--- src/rtl/scm_pkg.sv ---
// ----------------------------------------------------------------------------
// scm_pkg
// Shared types, register indexes, opcodes and the trim/clamp function of the
// servo command mixer.
// ----------------------------------------------------------------------------
package scm_pkg;

	localparam int AXES       = 4;
	localparam int AXIS_IDX_W = $clog2(AXES);
	localparam int BYTE_W     = 8;
	localparam int TRIM_W     = 9;
	localparam int CFG_DATA_W = 32;
	localparam int CFG_IDX_W  = 3;
	localparam int LEFT_W     = 3;

	localparam logic [BYTE_W-1:0] CONTROL_OPCODE = 8'd1;
	localparam logic [BYTE_W-1:0] PARTY_OPCODE   = 8'd2;

	localparam logic [BYTE_W-1:0] AXIS_RESET_MID = 8'd128;
	localparam logic [BYTE_W-1:0] CLAMP_MAX      = 8'd255;

	localparam logic [CFG_DATA_W-1:0] FALLBACK_VALUES_RST  = 32'h0080_8080;
	localparam logic [AXES-1:0]       FALLBACK_ENABLES_RST = 4'hF;
	localparam logic [CFG_DATA_W-1:0] CHANNEL_MAP_RST      = 32'h0403_0201;

	localparam logic [AXIS_IDX_W-1:0] AXIS_PITCH    = 2'd0;
	localparam logic [AXIS_IDX_W-1:0] AXIS_ROLL     = 2'd1;
	localparam logic [AXIS_IDX_W-1:0] AXIS_YAW      = 2'd2;
	localparam logic [AXIS_IDX_W-1:0] AXIS_THROTTLE = 2'd3;

	typedef enum logic [1:0] {
		MODE_CMD      = 2'd0,
		MODE_FALLBACK = 2'd1,
		MODE_REVERT   = 2'd2,
		MODE_UPDATE   = 2'd3
	} mode_t;

	typedef enum logic [CFG_IDX_W-1:0] {
		REG_PITCH_TRIM       = 3'd0,
		REG_ROLL_TRIM        = 3'd1,
		REG_YAW_TRIM         = 3'd2,
		REG_THROTTLE_TRIM    = 3'd3,
		REG_FALLBACK_VALUES  = 3'd4,
		REG_FALLBACK_ENABLES = 3'd5,
		REG_CHANNEL_MAP      = 3'd6
	} cfg_reg_t;

	typedef struct packed {
		logic [AXES-1:0][TRIM_W-1:0] trim;
		logic [AXES-1:0][BYTE_W-1:0] fallback_values;
		logic [AXES-1:0]             fallback_enables;
		logic [AXES-1:0][BYTE_W-1:0] channel_map;
	} cfg_t;

	typedef struct packed {
		logic [AXES-1:0][BYTE_W-1:0] value;
		logic                        fallback;
	} axis_state_t;

	// value minus signed trim, clamped to 0..255
	function automatic logic [BYTE_W-1:0] trim_clamp(input logic [BYTE_W-1:0] v,
			input logic [TRIM_W-1:0] trim);
		logic signed [TRIM_W:0] t;
		t = $signed({2'b00, v}) - $signed({trim[TRIM_W-1], trim});
		if (t < 0) begin
			return '0;
		end else if (t > $signed({2'b00, CLAMP_MAX})) begin
			return CLAMP_MAX;
		end else begin
			return t[BYTE_W-1:0];
		end
	endfunction

endpackage

--- src/rtl/scm_cmd_if.sv ---
// ----------------------------------------------------------------------------
// scm_cmd_if
// Command event channel: mode and command byte with valid/ready.
// ----------------------------------------------------------------------------
interface scm_cmd_if;
	import scm_pkg::*;

	logic              valid;
	logic              ready;
	mode_t             mode;
	logic [BYTE_W-1:0] data_byte;

	modport source (output valid, mode, data_byte, input ready);
	modport sink   (input valid, mode, data_byte, output ready);
endinterface

--- src/rtl/scm_res_if.sv ---
// ----------------------------------------------------------------------------
// scm_res_if
// Servo result channel: channel, target value and flags with valid/ready.
// ----------------------------------------------------------------------------
interface scm_res_if;
	import scm_pkg::*;

	logic              valid;
	logic              ready;
	logic [BYTE_W-1:0] servo_channel;
	logic [BYTE_W-1:0] target_value;
	logic              in_fallback;
	logic              last;

	modport source (output valid, servo_channel, target_value, in_fallback, last,
		input ready);
	modport sink   (input valid, servo_channel, target_value, in_fallback, last,
		output ready);
endinterface

--- src/rtl/servo_command_mixer.sv ---
// ----------------------------------------------------------------------------
// servo_command_mixer
// Four-axis servo command mixer: command bytes, fallback and update events in,
// trimmed servo targets out.
// ----------------------------------------------------------------------------
// Usage:
//   cmd carries one event per transaction: a command byte, enter fallback,
//   revert or update. Command, fallback and revert events take effect at the
//   accepting edge, one per cycle, and produce no result.
//   An update captures the four trimmed axis values at its accepting edge;
//   res presents them the next cycle, pitch, roll, yaw, throttle, one per
//   transaction, with last set on throttle.
//   Non-update events keep flowing while results drain. A further update is
//   held off (cmd.ready low) until the throttle result of the previous one is
//   taken; it may be accepted in that same cycle.
//   When res stalls, the current result holds and only updates back up.
//   Reset clears the pending result flag, the pending payload count and the
//   fallback flag, sets pitch, roll and yaw to 128, throttle to 0, and loads the
//   register defaults. Write cfg only while the block is idle.
// ----------------------------------------------------------------------------
module servo_command_mixer (
	input  logic                            clk,
	input  logic                            arst_n,
	input  logic                            cfg_we,
	input  logic [scm_pkg::CFG_IDX_W-1:0]   cfg_index,
	input  logic [scm_pkg::CFG_DATA_W-1:0]  cfg_data,
	scm_cmd_if.sink                         cmd,
	scm_res_if.source                       res
);
	import scm_pkg::*;

	cfg_t        cfg;
	axis_state_t state;
	logic        bank_free;
	logic        cmd_fire;
	logic        load;

	assign cmd.ready = (cmd.mode != MODE_UPDATE) || bank_free;
	assign cmd_fire  = cmd.valid && cmd.ready;
	assign load      = cmd_fire && (cmd.mode == MODE_UPDATE);

	scm_cfg_regs u_cfg (
		.clk       (clk),
		.arst_n    (arst_n),
		.cfg_we    (cfg_we),
		.cfg_index (cfg_index),
		.cfg_data  (cfg_data),
		.cfg       (cfg)
	);

	scm_axis_state u_axis (
		.clk       (clk),
		.arst_n    (arst_n),
		.accept    (cmd_fire),
		.mode      (cmd.mode),
		.data_byte (cmd.data_byte),
		.cfg       (cfg),
		.state     (state)
	);

	scm_result_queue u_res (
		.clk    (clk),
		.arst_n (arst_n),
		.load   (load),
		.state  (state),
		.cfg    (cfg),
		.free   (bank_free),
		.res    (res)
	);

`ifndef SYNTHESIS
	a_update_only_when_free: assert property (@(posedge clk) disable iff (!arst_n)
		(cmd.valid && cmd.ready && cmd.mode == MODE_UPDATE) |->
		(!res.valid || (res.ready && res.last)))
		else $error("update accepted while results still pending");

	a_update_starts_burst: assert property (@(posedge clk) disable iff (!arst_n)
		(cmd.valid && cmd.ready && cmd.mode == MODE_UPDATE) |=>
		(res.valid && !res.last))
		else $error("update did not start a fresh result burst");

	a_burst_continues: assert property (@(posedge clk) disable iff (!arst_n)
		(res.valid && res.ready && !res.last) |=> res.valid)
		else $error("result burst ended before throttle");
`endif

endmodule

--- src/rtl/scm_cfg_regs.sv ---
// ----------------------------------------------------------------------------
// scm_cfg_regs
// Configuration register file: trims, fallback values and enables, channel map.
// ----------------------------------------------------------------------------
module scm_cfg_regs (
	input  logic                             clk,
	input  logic                             arst_n,
	input  logic                             cfg_we,
	input  logic [scm_pkg::CFG_IDX_W-1:0]    cfg_index,
	input  logic [scm_pkg::CFG_DATA_W-1:0]   cfg_data,
	output scm_pkg::cfg_t                    cfg
);
	import scm_pkg::*;

	cfg_t cfg_q;

	always_ff @(posedge clk or negedge arst_n) begin
		if (!arst_n) begin
			cfg_q.trim             <= '0;
			cfg_q.fallback_values  <= FALLBACK_VALUES_RST;
			cfg_q.fallback_enables <= FALLBACK_ENABLES_RST;
			cfg_q.channel_map      <= CHANNEL_MAP_RST;
		end else if (cfg_we) begin
			case (cfg_reg_t'(cfg_index))
				REG_PITCH_TRIM:       cfg_q.trim[AXIS_PITCH]    <= cfg_data[TRIM_W-1:0];
				REG_ROLL_TRIM:        cfg_q.trim[AXIS_ROLL]     <= cfg_data[TRIM_W-1:0];
				REG_YAW_TRIM:         cfg_q.trim[AXIS_YAW]      <= cfg_data[TRIM_W-1:0];
				REG_THROTTLE_TRIM:    cfg_q.trim[AXIS_THROTTLE] <= cfg_data[TRIM_W-1:0];
				REG_FALLBACK_VALUES:  cfg_q.fallback_values     <= cfg_data;
				REG_FALLBACK_ENABLES: cfg_q.fallback_enables    <= cfg_data[AXES-1:0];
				REG_CHANNEL_MAP:      cfg_q.channel_map         <= cfg_data;
				default: begin
					// drop writes to unmapped indexes
				end
			endcase
		end
	end

	assign cfg = cfg_q;

endmodule

--- src/rtl/scm_axis_state.sv ---
// ----------------------------------------------------------------------------
// scm_axis_state
// Command byte decoder and axis value state: control payload, party opcode,
// fallback entry and revert.
// ----------------------------------------------------------------------------
module scm_axis_state (
	input  logic                        clk,
	input  logic                        arst_n,
	input  logic                        accept,
	input  scm_pkg::mode_t              mode,
	input  logic [scm_pkg::BYTE_W-1:0]  data_byte,
	input  scm_pkg::cfg_t               cfg,
	output scm_pkg::axis_state_t        state
);
	import scm_pkg::*;

	axis_state_t            state_q, state_d;
	logic [LEFT_W-1:0]      left_q, left_d;
	logic [LEFT_W-1:0]      slot;

	// payload slot: four left -> pitch, one left -> throttle
	assign slot = LEFT_W'(AXES) - left_q;

	always_comb begin
		state_d = state_q;
		left_d  = left_q;
		if (accept) begin
			case (mode)
				MODE_CMD: begin
					if (left_q != '0) begin
						state_d.value[slot[AXIS_IDX_W-1:0]] = data_byte;
						left_d = left_q - 1'b1;
					end else if (data_byte == CONTROL_OPCODE) begin
						left_d = LEFT_W'(AXES);
					end else if (data_byte == PARTY_OPCODE) begin
						state_d.value[AXIS_YAW] = '0;
					end
				end
				MODE_FALLBACK: begin
					// load only on entry
					if (!state_q.fallback) begin
						state_d.fallback = 1'b1;
						for (int k = 0; k < AXES; k++) begin
							if (cfg.fallback_enables[k]) begin
								state_d.value[k] = cfg.fallback_values[k];
							end
						end
					end
				end
				MODE_REVERT: state_d.fallback = 1'b0;
				default: begin
					// update events leave the state alone
				end
			endcase
		end
	end

	always_ff @(posedge clk or negedge arst_n) begin
		if (!arst_n) begin
			state_q.value[AXIS_PITCH]    <= AXIS_RESET_MID;
			state_q.value[AXIS_ROLL]     <= AXIS_RESET_MID;
			state_q.value[AXIS_YAW]      <= AXIS_RESET_MID;
			state_q.value[AXIS_THROTTLE] <= '0;
			state_q.fallback             <= 1'b0;
			left_q                       <= '0;
		end else begin
			state_q <= state_d;
			left_q  <= left_d;
		end
	end

	assign state = state_q;

endmodule

--- src/rtl/scm_result_queue.sv ---
// ----------------------------------------------------------------------------
// scm_result_queue
// Result register bank: captures the four trimmed axis results of an update
// and hands them out one per transaction, pitch first, throttle last.
// ----------------------------------------------------------------------------
module scm_result_queue (
	input  logic                  clk,
	input  logic                  arst_n,
	input  logic                  load,
	input  scm_pkg::axis_state_t  state,
	input  scm_pkg::cfg_t         cfg,
	output logic                  free,
	scm_res_if.source             res
);
	import scm_pkg::*;

	logic [AXES-1:0][BYTE_W-1:0] chan_q;
	logic [AXES-1:0][BYTE_W-1:0] value_q;
	logic                        fb_q;
	logic [AXIS_IDX_W-1:0]       idx_q;
	logic                        pend_q;
	logic                        take;
	logic                        take_last;

	assign take      = res.valid && res.ready;
	assign take_last = take && (idx_q == AXIS_THROTTLE);
	assign free      = !pend_q || take_last;

	always_ff @(posedge clk or negedge arst_n) begin
		if (!arst_n) begin
			pend_q <= 1'b0;
			idx_q  <= '0;
		end else if (load) begin
			pend_q <= 1'b1;
			idx_q  <= '0;
		end else if (take) begin
			idx_q <= idx_q + 1'b1;
			if (take_last) begin
				pend_q <= 1'b0;
			end
		end
	end

	always_ff @(posedge clk) begin
		if (load) begin
			for (int k = 0; k < AXES; k++) begin
				chan_q[k]  <= cfg.channel_map[k];
				value_q[k] <= trim_clamp(state.value[k], cfg.trim[k]);
			end
			fb_q <= state.fallback;
		end
	end

	assign res.valid         = pend_q;
	assign res.servo_channel = chan_q[idx_q];
	assign res.target_value  = value_q[idx_q];
	assign res.in_fallback   = fb_q;
	assign res.last          = (idx_q == AXIS_THROTTLE);

endmodule

--- src/flat_wrapper.sv ---
// flat-port wrapper written by rule: the top's interface ports become plain ports
module servo_command_mixer_flat import scm_pkg::*;
  (clk, arst_n, cfg_we, cfg_index, cfg_data, cmd_valid, cmd_mode, cmd_data_byte, cmd_ready, res_valid, res_servo_channel, res_target_value, res_in_fallback, res_last, res_ready);
  scm_cmd_if cmd_i ();
  scm_res_if res_i ();
  input  logic clk;
  input  logic arst_n;
  input  logic cfg_we;
  input  logic [scm_pkg::CFG_IDX_W-1:0] cfg_index;
  input  logic [scm_pkg::CFG_DATA_W-1:0] cfg_data;
  input wire logic [$bits(cmd_i.valid)-1:0] cmd_valid;
  input wire logic [$bits(cmd_i.mode)-1:0] cmd_mode;
  input wire logic [$bits(cmd_i.data_byte)-1:0] cmd_data_byte;
  output wire logic [$bits(cmd_i.ready)-1:0] cmd_ready;
  output wire logic [$bits(res_i.valid)-1:0] res_valid;
  output wire logic [$bits(res_i.servo_channel)-1:0] res_servo_channel;
  output wire logic [$bits(res_i.target_value)-1:0] res_target_value;
  output wire logic [$bits(res_i.in_fallback)-1:0] res_in_fallback;
  output wire logic [$bits(res_i.last)-1:0] res_last;
  input wire logic [$bits(res_i.ready)-1:0] res_ready;
  assign cmd_i.valid = cmd_valid;
  assign cmd_i.mode = cmd_mode;
  assign cmd_i.data_byte = cmd_data_byte;
  assign cmd_ready = cmd_i.ready;
  assign res_valid = res_i.valid;
  assign res_servo_channel = res_i.servo_channel;
  assign res_target_value = res_i.target_value;
  assign res_in_fallback = res_i.in_fallback;
  assign res_last = res_i.last;
  assign res_i.ready = res_ready;
  servo_command_mixer u_core (.clk(clk), .arst_n(arst_n), .cfg_we(cfg_we), .cfg_index(cfg_index), .cfg_data(cfg_data), .cmd(cmd_i), .res(res_i));
endmodule
--- config.mk ---
export PLATFORM = sky130hd
export DESIGN_NAME = servo_command_mixer_flat
export DESIGN_NICKNAME = d
export VERILOG_FILES = /design/src/rtl/scm_pkg.sv /design/src/rtl/scm_cmd_if.sv /design/src/rtl/scm_res_if.sv /design/src/rtl/servo_command_mixer.sv /design/src/rtl/scm_cfg_regs.sv /design/src/rtl/scm_axis_state.sv /design/src/rtl/scm_result_queue.sv /design/src/flat_wrapper.sv
export SDC_FILE = /design/constraint.sdc
export NUM_CORES = 1
export LEC_CHECK = 0
export BUFFER_PORTS_ARGS = -buffer_cell sky130_fd_sc_hd__buf_2
export CAP_MARGIN = 15
export CORE_ASPECT_RATIO = 1.5
export CORE_MARGIN = 2
export CORE_UTILIZATION = 55
export DETAILED_ROUTE_END_ITERATION = 8
export GPL_TIMING_DRIVEN = 0
export PLACE_DENSITY = 0.76
export SLEW_MARGIN = 30
export SYNTH_ARGS = -nofsm -noshare
export SYNTH_HDL_FRONTEND = slang
export SYNTH_SLANG_ARGS = --single-unit
--- constraint.sdc ---
create_clock -name clk -period 2.6 [get_ports clk]
set_clock_uncertainty 0.05 [all_clocks]
set_input_delay 0 -clock clk [delete_from_list [all_inputs] [get_ports clk]]
set_output_delay 0 -clock clk [all_outputs]
set_load 0.02 [all_outputs]
==> run summary <==
Setup Total Neg Slack: 0 ns
post-layout minimum cycle time: 2.53 ns
Iteration-0 DRC Markers: 405
Root Buffer: clkbuf_16
#FFs+latches synth: 208
Clock Sinks: 208
IO Count: 70
Synth Cell Area: 10200 um2
Clock transition at path regs: 0.07 ns
Antenna Violating Nets Remaining: 0
crit path from: u_core.u_axis.state[25]
Reg2Reg Depth: 11
status: complete, but fails checks
H-tree Lvls: 1
IO buf count: 67
worst r2r dst: u_core.u_res.value_q[30]
Worst R2R Start: u_core.u_axis.state[25]
Bufs on Longest Clock Path: 3
clock share of power: 20.0%
TritonRoute pass-1 iters: 5
crit path max fanout: 7
Worst Tran Pin Value: 0.741 ns
ys async rst share: 68.8%
fmax: 395 MHz
Max Transition Viols Final: 0
period utilisation layout: 97.4%
worst-path cell chain: inv_1 -> ha_1 -> inv_1 -> fa_1 -> a21o_1 -> a21oi_2 -> o21ai_1 -> or3_1 -> and2_1 -> buf_6 -> a21oi_2
Psw: 4.89 mW
initial antenna violation count: 0
min-delay worst type: in2async
Syn Area/Cell: 12.2 um2
Worst EP arrival: 2.80 ns
Initial Util: 55.6%
Die Wd: 115 um
Rel. slew slack: 50.2%
Synth area leaders: dfrtp_1 31%, edfxtp_1 19%, mux2_2 9.2%
Metal-1 WL: 9350 um
Clock Latency Late Sink: 0.49 ns
Data required, critical path: 2.87 ns
Final Setup Violations: 0
number of flops mapped to enable cells by yosys: 65
slowest stage cell, crit path: fa_1
count of final hold-check violations: 1
Sw Share: 36.6%
ANT cells: 0
num rows: 61
Max VDD drop: 0.779 mV
Cells after DPL: 1123
Reg2Reg Setup Slack: 0.07 ns
violated checks: hold timing
layout cells sized above 1: 26.5%
met2 routed WL: 12700 um
final non-filler cell total: 1197
Cell Int Power: 8.49 mW
CTS tree: done
via-per-instance ratio: 5.88
Tot GR Track Use: 25.7%
Post-synth top flop: dfrtp_1
top sig layer: met4
Placer Congestion: 0.930
vias in the first global route: 7024
Routed WL: 24600 um
first-pass GRT wire length: 38100 um
Critical Path Start Type: flip-flop
crit path to: u_core.u_res.value_q[30]
Reg power frac: 36.9%
WHS: -0.00754 ns
detailed placement HPWL: 17600 um
die area: 19600 um2
DR WL/cell: 20.5 um
register area share after synthesis: 54.5%
Area Growth Syn to Fin: 16.6%
Synth Warn #: 0
max incr delay on CP: 0.40 ns
nets@finish: 1057
Leakage: 4.93 nW
max-cap check violation count: 0
cells after synthesis: 834
area share of the largest cell type after synthesis: 31.4%
Core Area: 18300 um2
DR vias: 7040
Die H: 171 um
CP Class: reg2reg
unrepaired setup endpoints after global routing: true
Post-route DRC: 0
WL met3: 1070 um
unique cell type count in the Yosys netlist: 69
Yosys top cell by area: dfrtp_1
largest net degree at the start of global routing: 81
Fill cells: 1392
Critical Path Sink Type: flip-flop
Power Dens Cells: 1130 nW/um2
syn nets: 926
gr ovfl total: 0
total CTS buffers: 19
Logic pwr share: 43.1%
==> power groups by stage <==
stage               combinational, mW  clock (mW)  sequential (mW)
floorplan                        4.42           0             4.77
global placement                 5.43           0             4.94
detailed placement               5.57           0             4.98
CTS                              5.69        2.69             4.92
global route                     6.42        2.83             5.02
finish                           5.78        2.67             4.94
==> layout by cell type, fill, tap and decap left out, types with 40 or more instances in the layout <==
master	n
nor2_1	52
o21ai_0	42
edfxtp_1	65
dfrtp_1	128
mux2_2	83
dlygate4sd3_1	40
buf_2	78
a21oi_1	68
nand2_1	45
inv_1	53
==> worst min path at each step <==
stage                      from                      end  slack (ns)
3_3_place_gp       cfg_data[17]     u_core.u_cfg.cfg[53]        0.20
3_5_place_dp             arst_n     u_core.u_cfg.cfg[11]       -0.07
6_report                 arst_n     u_core.u_cfg.cfg[11]      -0.008
2_1_floorplan            arst_n  u_core.u_axis.left_q[0]       -0.35
5_1_grt                  arst_n     u_core.u_cfg.cfg[11]        0.05
4_1_cts        cmd_data_byte[1]  u_core.u_axis.left_q[2]       0.009
==> Yosys cell counts, types with 4 or more instances <==
cell type  instances
edfxtp_1          65
inv_1             53
mux2_2            83
mux4_2            16
buf_4              4
nor3_1             5
nand3_1            5
ha_1              38
o31a_1             4
fa_1               4
a22oi_1           26
a32oi_1            9
nor2b_1           14
clkbuf_1          14
xnor2_1           13
o21bai_1           4
nand2_1           45
buf_2             12
o21ai_1            6
nor2_1            52
nand2b_1           4
and2_1             4
dfstp_2           15
o21a_1            15
a21oi_1           71
dfrtp_1          128
a21o_1             9
xor2_1             7
o21ai_0           43
==> cell families (layout without fill, tap and decap cells) <==
group / Yosys count / count (layout) / share of synthesized area [%]
AOI/OAI and AO/OA: 225 / 225 / 14.4
xor gates and xnor gates: 20 / 20 / 1.72
muxes: 99 / 99 / 12.7
and+or+nand+nor: 154 / 154 / 7.67
adders and majority gates: 42 / 42 / 5.45
DFF: 208 / 208 / 54.5
buffers and inverters: 86 / 229 / 3.54
==> registers in the layout, summed over array words and instances (netlist names) <==
| signal | cells |
|---|---|
| u_core.u_res.res.valid | 1 |
| u_core.u_res.chan_q | 32 |
| u_core.u_res.value_q | 32 |
| u_core.u_axis.state | 33 |
| u_core.u_res.res.in_fallback | 1 |
| u_core.u_axis.left_q | 3 |
| u_core.u_cfg.cfg | 104 |
| u_core.u_res.idx_q | 2 |
==> cell type report <==
type                       count  area (um2)  share of cell area, %
multi-input combinational    540        4300                   36.2
clock inverter                 9        47.5                  0.400
inverter                      53         199                   1.67
clock buffer                  24         546                   4.59
timing repair buffer         110         801                   6.74
sequential                   208        5550                   46.7
tap                          220         275                   2.32
buffer                        33         163                   1.37
==> metal layers <==
layer,up-vias,track usage [%]
li1,3312,-
met1,3466,29.7
met2,195,45.9
met3,67,3.58
met4,0,13.5
met5,-,0
==> worst max-delay path, delay by kind of cell (launching register included) <==
family                   cells  cell delay [ns]
buffers and inverters        3             0.25
AO/OA/AOI/OAI                4             0.63
adder cells (fa/ha/maj)      2             0.55
flip-flops                   1             0.39
AND/OR/NAND/NOR              2             0.50
==> through the flow <==
stage                     total power, mW  setup slack (ns)  area, um2  hold slack [ns]  utilization [%]
after floorplan                      9.19             0.265      10200           -0.346                -
after global placement               10.4            -0.536      10800            0.197             58.9
after detailed placement             10.5           -0.0410      10900          -0.0728             59.3
after CTS                            13.3            0.0328      11900          0.00887             64.7
after global routing                 14.3         -0.000698      11900           0.0458             64.9
final                                13.4            0.0672      11900         -0.00754             64.9
==> what timing repair did <==
action,in CTS,in global routing
pin swaps,0,1
hold buffers,40,0
resized for setup,2,5
buffers inserted,0,1
setup endpoints to repair,10,12
endpoints found under the hold margin,246,0
Power figures use the tool's default switching activity.
